### src/rtl/lzwd_pkg.sv
// Shared types and constants of the LZSS window decoder.
// No dependencies; imported by lzwd_ctrl, lzwd_dp and the top level.
package lzwd_pkg;

    localparam int unsigned IDX_BITS       = 12;
    localparam int unsigned LEN_BITS       = 4;
    localparam int unsigned BREAK_EVEN_DEF = 1;
    localparam int unsigned WIN_DEPTH      = 1 << IDX_BITS;

    typedef struct packed {
        logic                is_literal;
        logic [7:0]          literal_byte;
        logic [IDX_BITS-1:0] match_position;
        logic [LEN_BITS-1:0] length_code;
    } in_item_t;

    typedef struct packed {
        logic [7:0] data_byte;
        logic       run_last;
        logic       stream_end;
    } out_item_t;

    // Controller to datapath commands.
    typedef struct packed {
        logic latch_byte;
        logic start_copy;
        logic emit_literal;
        logic emit_end;
        logic emit_copy;
        logic clear_step;
    } cmd_t;

    // Datapath to controller status.
    typedef struct packed {
        logic in_literal;
        logic in_end;
        logic slot_free;
        logic copy_last;
        logic clear_done;
    } stat_t;

endpackage

### src/rtl/lzwd_ctrl.sv
// Sequencing controller of the LZSS window decoder.
// Depends on lzwd_pkg (cmd_t, stat_t).
module lzwd_ctrl
    import lzwd_pkg::*;
(
    input  logic  aclk,
    input  logic  aresetn,
    input  logic  s_valid,
    output logic  s_ready,
    input  stat_t stat,
    output cmd_t  cmd
);

    typedef enum logic [2:0] {
        ST_CLEAR,
        ST_IDLE,
        ST_LIT,
        ST_END,
        ST_COPY
    } state_t;

    state_t state_reg, state_next;
    logic   s_ready_reg, s_ready_next;

    assign s_ready = s_ready_reg;

    always_comb begin
        state_next = state_reg;
        cmd        = '0;
        unique case (state_reg)
            ST_CLEAR: begin
                cmd.clear_step = 1'b1;
                if (stat.clear_done) begin
                    state_next = ST_IDLE;
                end
            end
            ST_IDLE: begin
                if (s_valid && s_ready_reg) begin
                    if (stat.in_literal) begin
                        cmd.latch_byte = 1'b1;
                        state_next     = ST_LIT;
                    end else if (stat.in_end) begin
                        state_next = ST_END;
                    end else begin
                        cmd.start_copy = 1'b1;
                        state_next     = ST_COPY;
                    end
                end
            end
            ST_LIT: begin
                if (stat.slot_free) begin
                    cmd.emit_literal = 1'b1;
                    state_next       = ST_IDLE;
                end
            end
            ST_END: begin
                if (stat.slot_free) begin
                    cmd.emit_end = 1'b1;
                    state_next   = ST_CLEAR;
                end
            end
            ST_COPY: begin
                if (stat.slot_free) begin
                    cmd.emit_copy = 1'b1;
                    if (stat.copy_last) begin
                        state_next = ST_IDLE;
                    end
                end
            end
            default: state_next = ST_CLEAR;
        endcase
        s_ready_next = (state_next == ST_IDLE);
    end

    always_ff @(posedge aclk) begin
        if (!aresetn) begin
            state_reg   <= ST_CLEAR;
            s_ready_reg <= 1'b0;
        end else begin
            state_reg   <= state_next;
            s_ready_reg <= s_ready_next;
        end
    end

endmodule

### config.mk
export PLATFORM = sky130hd
export DESIGN_NAME = lzwd_ctrl
export DESIGN_NICKNAME = d
export VERILOG_FILES = /design/src/rtl/lzwd_pkg.sv /design/src/rtl/lzwd_ctrl.sv
export SDC_FILE = /design/constraint.sdc
export NUM_CORES = 1
export LEC_CHECK = 0
export CELL_PAD_IN_SITES_DETAIL_PLACEMENT = 1
export CELL_PAD_IN_SITES_GLOBAL_PLACEMENT = 1
export CORE_AREA = 2 2 39 41
export DETAILED_ROUTE_END_ITERATION = 8
export DIE_AREA = 0 0 41 43
export DONT_BUFFER_PORTS = 1
export PLACE_DENSITY = 0.43
export SLEW_MARGIN = 20
export SYNTH_ARGS = -nofsm -noshare
export SYNTH_HDL_FRONTEND = slang
export SYNTH_SLANG_ARGS = --single-unit
### constraint.sdc
create_clock -name aclk -period 1.1 [get_ports aclk]
set_input_delay 0.055 -clock aclk [delete_from_list [all_inputs] [get_ports aclk]]
set_output_delay 0.055 -clock aclk [all_outputs]
set_load 0.05 [all_outputs]
==> summary.txt, run 1 <==
Status
  – Status: finished with violations
  – Violated checks: negative setup slack

Worst hold path
  – WHS Endpoint: state_reg[0]
  – Hold Crit Class: primary input to flop
  – HP Start: stat[0]
  – Hold Path Depth: 2

Clock tree
  – CTS H-tree depth: 1
  – Maximum clock insertion buffer count: 2
  – Clk slew on worst S/H paths: roughly 0.04 ns
  – Root buffer cell: clkbuf_4
  – TritonCTS clock tree: done
  – TritonCTS Buffers: 3
  – Clock sink count: 4
  – Clock latency on the worst-skew pair: 0.25 ns

STA
  – Max-slew headroom: 81.3%
  – Final Cycle Share: 131%
  – Final hold viol count: 0
  – RSZ-0062 raised after global routing: true
  – Final Skew: 0.000551 ns
  – Least-Margin Pin Slew: 0.277 ns
  – Peak Freq: about 700 MHz
  – Setup_tns: -1.72 ns
  – Hold_ws: about 0.0056 ns
  – Slew Limit Fails: 0
  – Final Critical Period: 1.44 ns
  – Final setup vio count: 10
  – Final setup margin: -0.337 ns

Worst setup path
  – Startpoint Class: flop
  – Worst Path Required: 1.04 ns
  – Crit. End Element: output pin
  – CP max FO: 5
  – Reg2Reg Depth: 6
  – Reg-to-Reg Start: state_reg[1]
  – CP Class: flop to output pin
  – Reg2reg end: s_ready
  – R2r setup slk: -0.29 ns
  – CP Data Arrival Time: approximately 1.4 ns

Yosys
  – Largest cells by area after synthesis: dfxtp_1, a22oi_1, nand2_1
  – Syn Inst Count: 32
  – Sequential element share of the synthesized area: 30.0%
  – Post-synth top flop: dfxtp_1
  – Syn Nets: 40
  – Synth warnings: 0
  – Mapped Area: 267 µm²
  – Asr flop ratio synth: 0%
  – Number of synthesized flops with an enable pin: 0
  – Netlist cell types: 22
  – Mean cell area of the mapped netlist: 8.33 µm²
  – Register bit count reported by yosys: 4
  – Most instantiated cells after synthesis: dfxtp_1, nand2_1, nor2_1
  – Top cell type by total area after synthesis: dfxtp_1
  – Share of the synthesized area in the top cell type: 30.0%

Layout
  – Final Cell Area: 634 µm²
  – Final Instance Count excl. Fillers: about 70
  – Synth-to-layout area growth: 138%
  – Post-Route Utilization: between 40 and 50%
  – NumNets Final: 66
  – Number of flip-flops under the largest register name: 3
  – Share of layout cells above drive strength 1: between 80% and 90%
  – ANT cells: 0

Placed design
  – Port bufs: 0
  – GP Congestion: 0.779
  – Place WS: -0.134 ns
  – Post-Place Cells: 61
  – Dpl cell area: 459 µm²

GRT
  – Number of global-route vias before repair: 350
  – Initial antenna violation count: 0
  – First-pass GRT wire length: 1.47 mm
  – Tot GR Track Use: 12.9%
  – Largest net degree at the start of global routing: 7
  – Total global routing overflow: 0

Detailed routing
  – 1st-pass router iterations: 3
  – Number of routed nets with antenna violations: 0
  – Drt drc: 0
  – Total Wirelength: around 970 µm
  – Routed wire per std cell: 13.5 µm
  – Drt first-iter violations: 2
  – Vias per Instance: 4.79
  – Via Count: 345

Floorplan
  – Die ar.: 0.00176 mm²
  – IO Count: 15
  – CORE AREA: 0.00138 mm²
  – Standard-cell rows: 14
  – Die Wd: 41 µm
  – Initial Util: 19.3%
  – Die Height: 43 µm

Job
  – Max-cap violations: 0

Power
  – Final Power: 0.535 mW
  – Leakage: 0.267 nW
  – Peak VDD IR: 0.000413 V
  – PwrDens: 844 mW/mm²
[placed cells by master, fill, tap and decap left out, types with 2 or more instances in the layout]
master	Yosys	layout
and2b_2	1	2
and3_4	0	2
nor3_4	0	2
dfxtp_4	0	3
nand2_1	4	3
clkbuf_4	0	3
buf_6	0	9
buf_4	0	8
a22oi_2	0	2
buf_12	0	2
[routing by layer]
layer  global-route usage (%)  up-vias  share of wire (%)
met5                        0        -                  0
met4                     10.0        0                2.1
met3                     2.62        3                7.5
met2                     19.7       17                 54
met1                     14.5      160                 36
li1                         -      165                  -
[power breakdown]
group / switching, mW / total (mW) / leakage, nW / internal, mW
logic: 0.0859 / 0.173 / 0.218 / 0.0872
registers: 0.0102 / 0.162 / 0.0352 / 0.152
clock network: 0.0768 / 0.200 / 0.0138 / 0.123
total: 0.173 / 0.535 / 0.267 / 0.362
[what timing repair did]
| item | in CTS | in global routing |
|---|---|---|
| buffers inserted | 5 | 3 |
| hold buffers | 1 | 0 |
| pin swaps | 13 | 6 |
| gates cloned | 0 | 0 |
| endpoints found under the setup margin | 10 | 10 |
| resized for setup | 17 | 8 |
| endpoints found under the hold margin | 2 | 0 |
[cell type report]
type | count | area, µm²
Clock buffer | 3 | 22.5
Fill cell | 163 | 749
Inverter | 1 | 3.75
Multi-Input combinational cell | 27 | 269
Sequential cell | 4 | 92.6
Tap cell | 16 | 20.0
Timing Repair Buffer | 21 | 226
[worst max-delay path, cell delays in order (launching register included)]
cell	delay, ns
dfxtp_4	0.35
nor3b_4	0.24
and3_4	0.23
buf_6	0.09
and2_4	0.22
[how the worst max path moves through the flow]
stage | start | end | slack (ns) | cells past startpoint
6_report | state_reg[1] | cmd[5] | -0.34 | 4
5_1_grt | state_reg[1] | cmd[5] | -0.39 | 4
4_1_cts | state_reg[2] | cmd[5] | -0.31 | 4
3_5_place_dp | state_reg[1] | s_ready | -0.13 | 4
3_3_place_gp | state_reg[1] | s_ready | -0.10 | 4
2_1_floorplan | state_reg[2] | s_ready | -0.22 | 4
[kinds of logic after synthesis]
group / Yosys count / synth area share, %
AOI/OAI and AO/OA: 7 / 22.1
xor gates and xnor gates: 1 / 3.29
buffers and inverters: 1 / 1.41
DFF: 4 / 30.0
and+or+nand+nor: 19 / 43.2
Note: power is estimated with default switching activity, not from simulation.
==> inputs of run 2 (changes only) <==
CELL_PAD_IN_SITES_DETAIL_PLACEMENT = 0   (was 1)
CELL_PAD_IN_SITES_GLOBAL_PLACEMENT = 2   (was 1)
PLACE_DENSITY = 0.51   (was 0.43)
clock period = 1.71 ns   (was 1.1 ns; I/O delays follow)
==> run 2 against run 1 <==
The run now ends clean. Global-route usage is 3.6 points lower. Via count down 19%. Worst setup slack better by 0.51 ns. Non-clock buffer count is 14 lower. Sequential cell count unchanged. Core utilization fell by 19 points. Critical path depth unchanged. Critical endpoint unchanged.
==> summary.txt, run 2 (same netlist as run 1, synthesis figures left out) <==
Floorplan
  – CORE AREA: 0.00138 mm²
  – Die ar.: 0.00176 mm²
  – Die Height: 43 µm
  – IO Count: 15
  – Die Wd: 41 µm
  – Standard-cell rows: 14
  – Initial Util: roughly 19%

STA
  – Peak Freq: 651 MHz
  – Final setup vio count: 0
  – Final Cycle Share: 89.8%
  – Slew Limit Fails: 0
  – Setup_tns: 0 ns
  – Final Skew: 0.00482 ns
  – Final hold viol count: 0
  – Max-slew headroom: ~82%
  – Least-Margin Pin Slew: 0.264 ns
  – Final Critical Period: between 1.5 and 2 ns
  – Hold_ws: 0.0359 ns
  – RSZ-0062 raised after global routing: false

Worst setup path
  – Worst Path Required: 1.62 ns
  – CP Data Arrival Time: 1.45 ns
  – Critical-path cell list: nor3b_2 -> and3_1 -> and2_1 -> buf_4
  – Startpoint Class: flop
  – Cell family with most CP delay: simple AND/OR/NAND/NOR gates
  – CP Class: flop to output pin
  – CP Buf/Inv Count: 1
  – Critical path's slowest cell: dfxtp_1
  – CP max FO: 7
  – Slowest stage delay, CP: 0.43 ns
  – Crit. End Element: output pin

Clock tree
  – CTS H-tree depth: 1
  – Maximum clock insertion buffer count: 2
  – TritonCTS Buffers: 3
  – Root buffer cell: clkbuf_4
  – Clock sink count: 4
  – Postcts setup bufs: 0
  – TritonCTS clock tree: done
  – Clk slew on worst S/H paths: roughly 0.04 ns
  – Clock latency on the worst-skew pair: 0.24 ns

Detailed routing
  – Vias per Instance: about 4.8
  – Number of routed nets with antenna violations: 0
  – Drt first-iter violations: 9
  – 1st-pass router iterations: 4
  – Via Count: 278
  – Routed wire per std cell: 11.5 µm
  – Total Wirelength: 665 µm
  – Drt drc: 0

GRT
  – Total global routing overflow: 0
  – Number of global-route vias before repair: 278
  – Tot GR Track Use: under 10%
  – Largest net degree at the start of global routing: 8
  – First-pass GRT wire length: 1.10 mm
  – Initial antenna violation count: 0

Layout
  – Number of flip-flops under the largest register name: 3
  – Leading cell types in the layout, fill and taps excluded: buf_4, nand2_1, dfxtp_1, nor2_1, clkbuf_4
  – Reg area: 80.1 µm²
  – Most common library cell in the layout ignoring fill and taps: buf_4
  – Share of layout cells above drive strength 1: 35.7%
  – ANT cells: 0
  – NumNets Final: 52
  – Synth-to-layout area growth: 40.4%
  – Filler cells: 156
  – Multi-input gate area: 193 µm²

Placed design
  – Dpl hpwl: 548 µm
  – GP Congestion: 0.717
  – Port bufs: 0

Status
  – Status: complete, no violations

Power
  – Leakage: 0.174 nW
  – PwrDens: 777 mW/mm²
  – Peak VDD IR: 0.000224 V

Job
  – Max-cap violations: 0

Worst hold path
  – Hold Crit Class: primary input to flop
==> run 2: cell count changes in the layout (fill, tap and decap cells not counted), sizes merged <==
cell	previous run	this run
buf	20	6
==> run 2: path summary, 6_finish.rpt <==
kind	cells past startpoint	slack, ns	startpoint	end
max	4	0.17	state_reg[0]	cmd[5]
min reg2reg	2	0.69	state_reg[2]	state_reg[2]
min	2	0.04	stat[0]	state_reg[0]
max reg2reg	4	0.38	state_reg[0]	s_ready
==> run 2: through the flow <==
step	instances	power [mW]	worst slack (ns)	utilization [%]	instance area [µm²]
floorplan	32	0.156	0.157	-	277
global placement	54	0.171	0.395	24.7	342
detailed placement	54	0.171	0.378	24.7	342
CTS	58	0.296	0.153	27.0	374
global route	58	0.309	0.0569	27.0	374
finish	58	0.291	0.175	27.0	374
==> run 2: per-layer routing <==
metal / global-route usage (%) / routed length (µm) / vias to the layer above
met1: 11.6 / 245 / 125
met5: 0 / 0 / -
li1: - / - / 136
met3: 2.09 / 90 / 2
met4: 6.00 / 16 / 0
met2: 13.4 / 313 / 15
==> run 2: worst register-to-register path, delay by kind of cell (launching register included) <==
family,cells,cell delay [ns]
AOI/OAI and AO/OA,2,0.33
DFF,1,0.43
and+or+nand+nor,2,0.46
==> run 2: what timing repair did <==
action,in CTS,in global routing
hold endpoints to repair,1,0
gates resized for setup,0,0
hold buffers,1,0
==> run 2: cell type report <==
| type | count | share of cell area (%) |
|---|---|---|
| Clock buffer | 3 | 6.02 |
| Inverter | 1 | 1.00 |
| Multi-Input combinational cell | 27 | 51.5 |
| Sequential cell | 4 | 21.4 |
| Tap cell | 16 | 5.35 |
| Timing Repair Buffer | 7 | 14.7 |
==> run 2: power breakdown <==
| group | switching, mW | leakage (nW) | internal, mW | total [mW] |
|---|---|---|---|---|
| clock network | 0.0414 | 0.0138 | 0.0787 | 0.120 |
| logic | 0.0378 | 0.127 | 0.0251 | 0.0629 |
| registers | 0.00814 | 0.0328 | 0.0996 | 0.108 |
| total | 0.0874 | 0.174 | 0.203 | 0.291 |
==> inputs of run 3 (changes only) <==
SETUP_SLACK_MARGIN = 0.4   (was unset)
==> run 3 against run 2 <==
Critical path type unchanged. Maximum frequency grew 9.5%. Register-to-register slack better by 0.02 ns. Hold slack got worse by 0.011 ns. Core utilization is 11 points higher. Sequential cell count unchanged. Combinational power grew 47%. Global-route usage is 2.2 points higher. Power increased by 11%. Non-clock buffer count increased by 8. Clock power up 5%.
==> summary.txt, run 3 (same netlist as run 1, synthesis figures left out) <==
Status
  – Status: complete, no violations

STA
  – Slew Limit Fails: 0
  – Setup_tns: 0 ns
  – Final setup vio count: 0
  – Least-Margin Pin Slew: about 0.24 ns
  – Max-slew headroom: approximately 84%
  – RSZ-0062 raised after global routing: true
  – Peak Freq: a little over 700 MHz
  – Final hold viol count: 0
  – Final Critical Period: 1.40 ns
  – Final Skew: about 0.00087 ns
  – Final Cycle Share: 82.0%

Detailed routing
  – Via Count: 301
  – Drt drc: 0
  – Number of routed nets with antenna violations: 0
  – Drt first-iter violations: 3
  – Vias per Instance: 4.56
  – Routed wire per std cell: 12.5 µm
  – 1st-pass router iterations: 3
  – Total Wirelength: a little over 800 µm

Layout
  – Final Instance Count excl. Fillers: between 60 and 70
  – Synth-to-layout area growth: 97.2%
  – Number of flip-flops under the largest register name: 3
  – ANT cells: 0
  – Post-Route Utilization: between 30% and 40%
  – Most common library cell in the layout ignoring fill and taps: buf_4
  – Leading cell types in the layout, fill and taps excluded: buf_4, nand2_1, clkbuf_4, buf_6, dfxtp_4
  – Final Cell Area: 526 µm²
  – Filler cells: around 140
  – NumNets Final: 60
  – Share of layout cells above drive strength 1: a little over two thirds

Clock tree
  – Clock latency on the worst-skew pair: 0.24 ns
  – Root buffer cell: clkbuf_4
  – Clk slew on worst S/H paths: ~0.040 ns
  – Clock sink count: 4
  – TritonCTS Buffers: 3
  – CTS H-tree depth: 1
  – Maximum clock insertion buffer count: 2
  – TritonCTS clock tree: done

Placed design
  – Port bufs: 0
  – Dpl hpwl: 540 µm
  – GP Congestion: 0.671
  – Dpl cell area: 363 µm²
  – Post-Place Cells: 54

Floorplan
  – Die Height: between 40 and 50 µm
  – Initial Util: 19.3%
  – CORE AREA: 0.00138 mm²
  – IO Count: 15
  – Die Wd: just over 40 µm
  – Standard-cell rows: 14
  – Die ar.: about 0.0018 mm²

Power
  – Leakage: 0.225 nW
  – PwrDens: 611 mW/mm²
  – Final Power: 0.321 mW
  – Peak VDD IR: 0.000215 V

Worst hold path
  – Hold Crit Class: primary input to flop
  – Hold Path Depth: 2

Worst setup path
  – Cell family with most CP delay: simple AND/OR/NAND/NOR gates
  – Logic depth of the worst path, buffers included: 4
  – Reg2Reg Depth: 5
  – Critical path's slowest cell: dfxtp_4
  – Worst Path Required: about 1.6 ns
  – CP Data Arrival Time: 1.32 ns
  – CP Buf/Inv Count: 1
  – CP Class: flop to output pin
  – Slowest stage delay, CP: around 0.35 ns
  – Startpoint Class: flop
  – CP max FO: 4
  – Critical-path cell list: nor3b_4 -> and3_4 -> and2_4 -> buf_8
  – Crit. End Element: output pin

GRT
  – Tot GR Track Use: 11.5%
  – Largest net degree at the start of global routing: 7
  – Initial antenna violation count: 0
  – Total global routing overflow: 0
  – Number of global-route vias before repair: 322
  – First-pass GRT wire length: 1.32 mm

Job
  – Max-cap violations: 0
## run 3: cell count changes in the layout (fill, tap and decap cells not counted), moves of 2 or more
cell	change
nor3_4	+2
buf_4	+3
a22oi_1	-2
buf_8	+2
a22oi_2	+2
and3_4	+2
nor3_2	-2
dfxtp_4	+3
buf_6	+3
dfxtp_1	-4
## run 3: worst reg2reg max path: cells and delay by family, from the launching register on
| kind | cells | cell delay, ns |
|---|---|---|
| AND/OR/NAND/NOR | 1 | 0.25 |
| flip-flops | 1 | 0.34 |
| AO/OA/AOI/OAI | 2 | 0.32 |
| buffers and inverters | 2 | 0.30 |
## run 3: what timing repair did
item                                   CTS  global route
pin swaps                                7             4
setup endpoints to repair                5             7
buffers inserted                         6             2
hold buffers                             1             0
gates resized for setup                 12             8
endpoints found under the hold margin    1             0
## run 3: area by class of cell
type	instances	area [µm²]	area share [%]
multi-input cells	27	245	46.7
repair buffers	15	141	26.9
flip-flops and latches	4	92.6	17.6
clock buffers	3	22.5	4.29
well taps	16	20.0	3.81
inverters	1	3.75	0.714
## run 3: metrics by stage
step                      hold slack [ns]  worst slack (ns)
final                              0.0246             0.307
after global routing               0.0638             0.258
after CTS                          0.0228             0.302
after detailed placement            0.233             0.402
after global placement              0.218             0.402
after floorplan                     0.214             0.379
## run 3: power by group
group / switching [mW] / total [mW] / internal [mW]
logic: 0.0498 / 0.0923 / 0.0425
clock network: 0.0465 / 0.126 / 0.0790
registers: 0.00571 / 0.103 / 0.0977
## run 3: path summary, 6_finish.rpt
kind	from	end	slack, ns
min reg2reg	state_reg[2]	state_reg[2]	0.64
max	state_reg[1]	cmd[5]	0.31
min	aresetn	state_reg[2]	0.02
max reg2reg	state_reg[0]	state_reg[0]	0.40
## run 3: per-layer routing
layer / GRT usage, % / wire [µm]
met1: 14.2 / 331
met2: 17.2 / 425
met3: 0 / 52
met4: 10.0 / 14
met5: 0 / 0
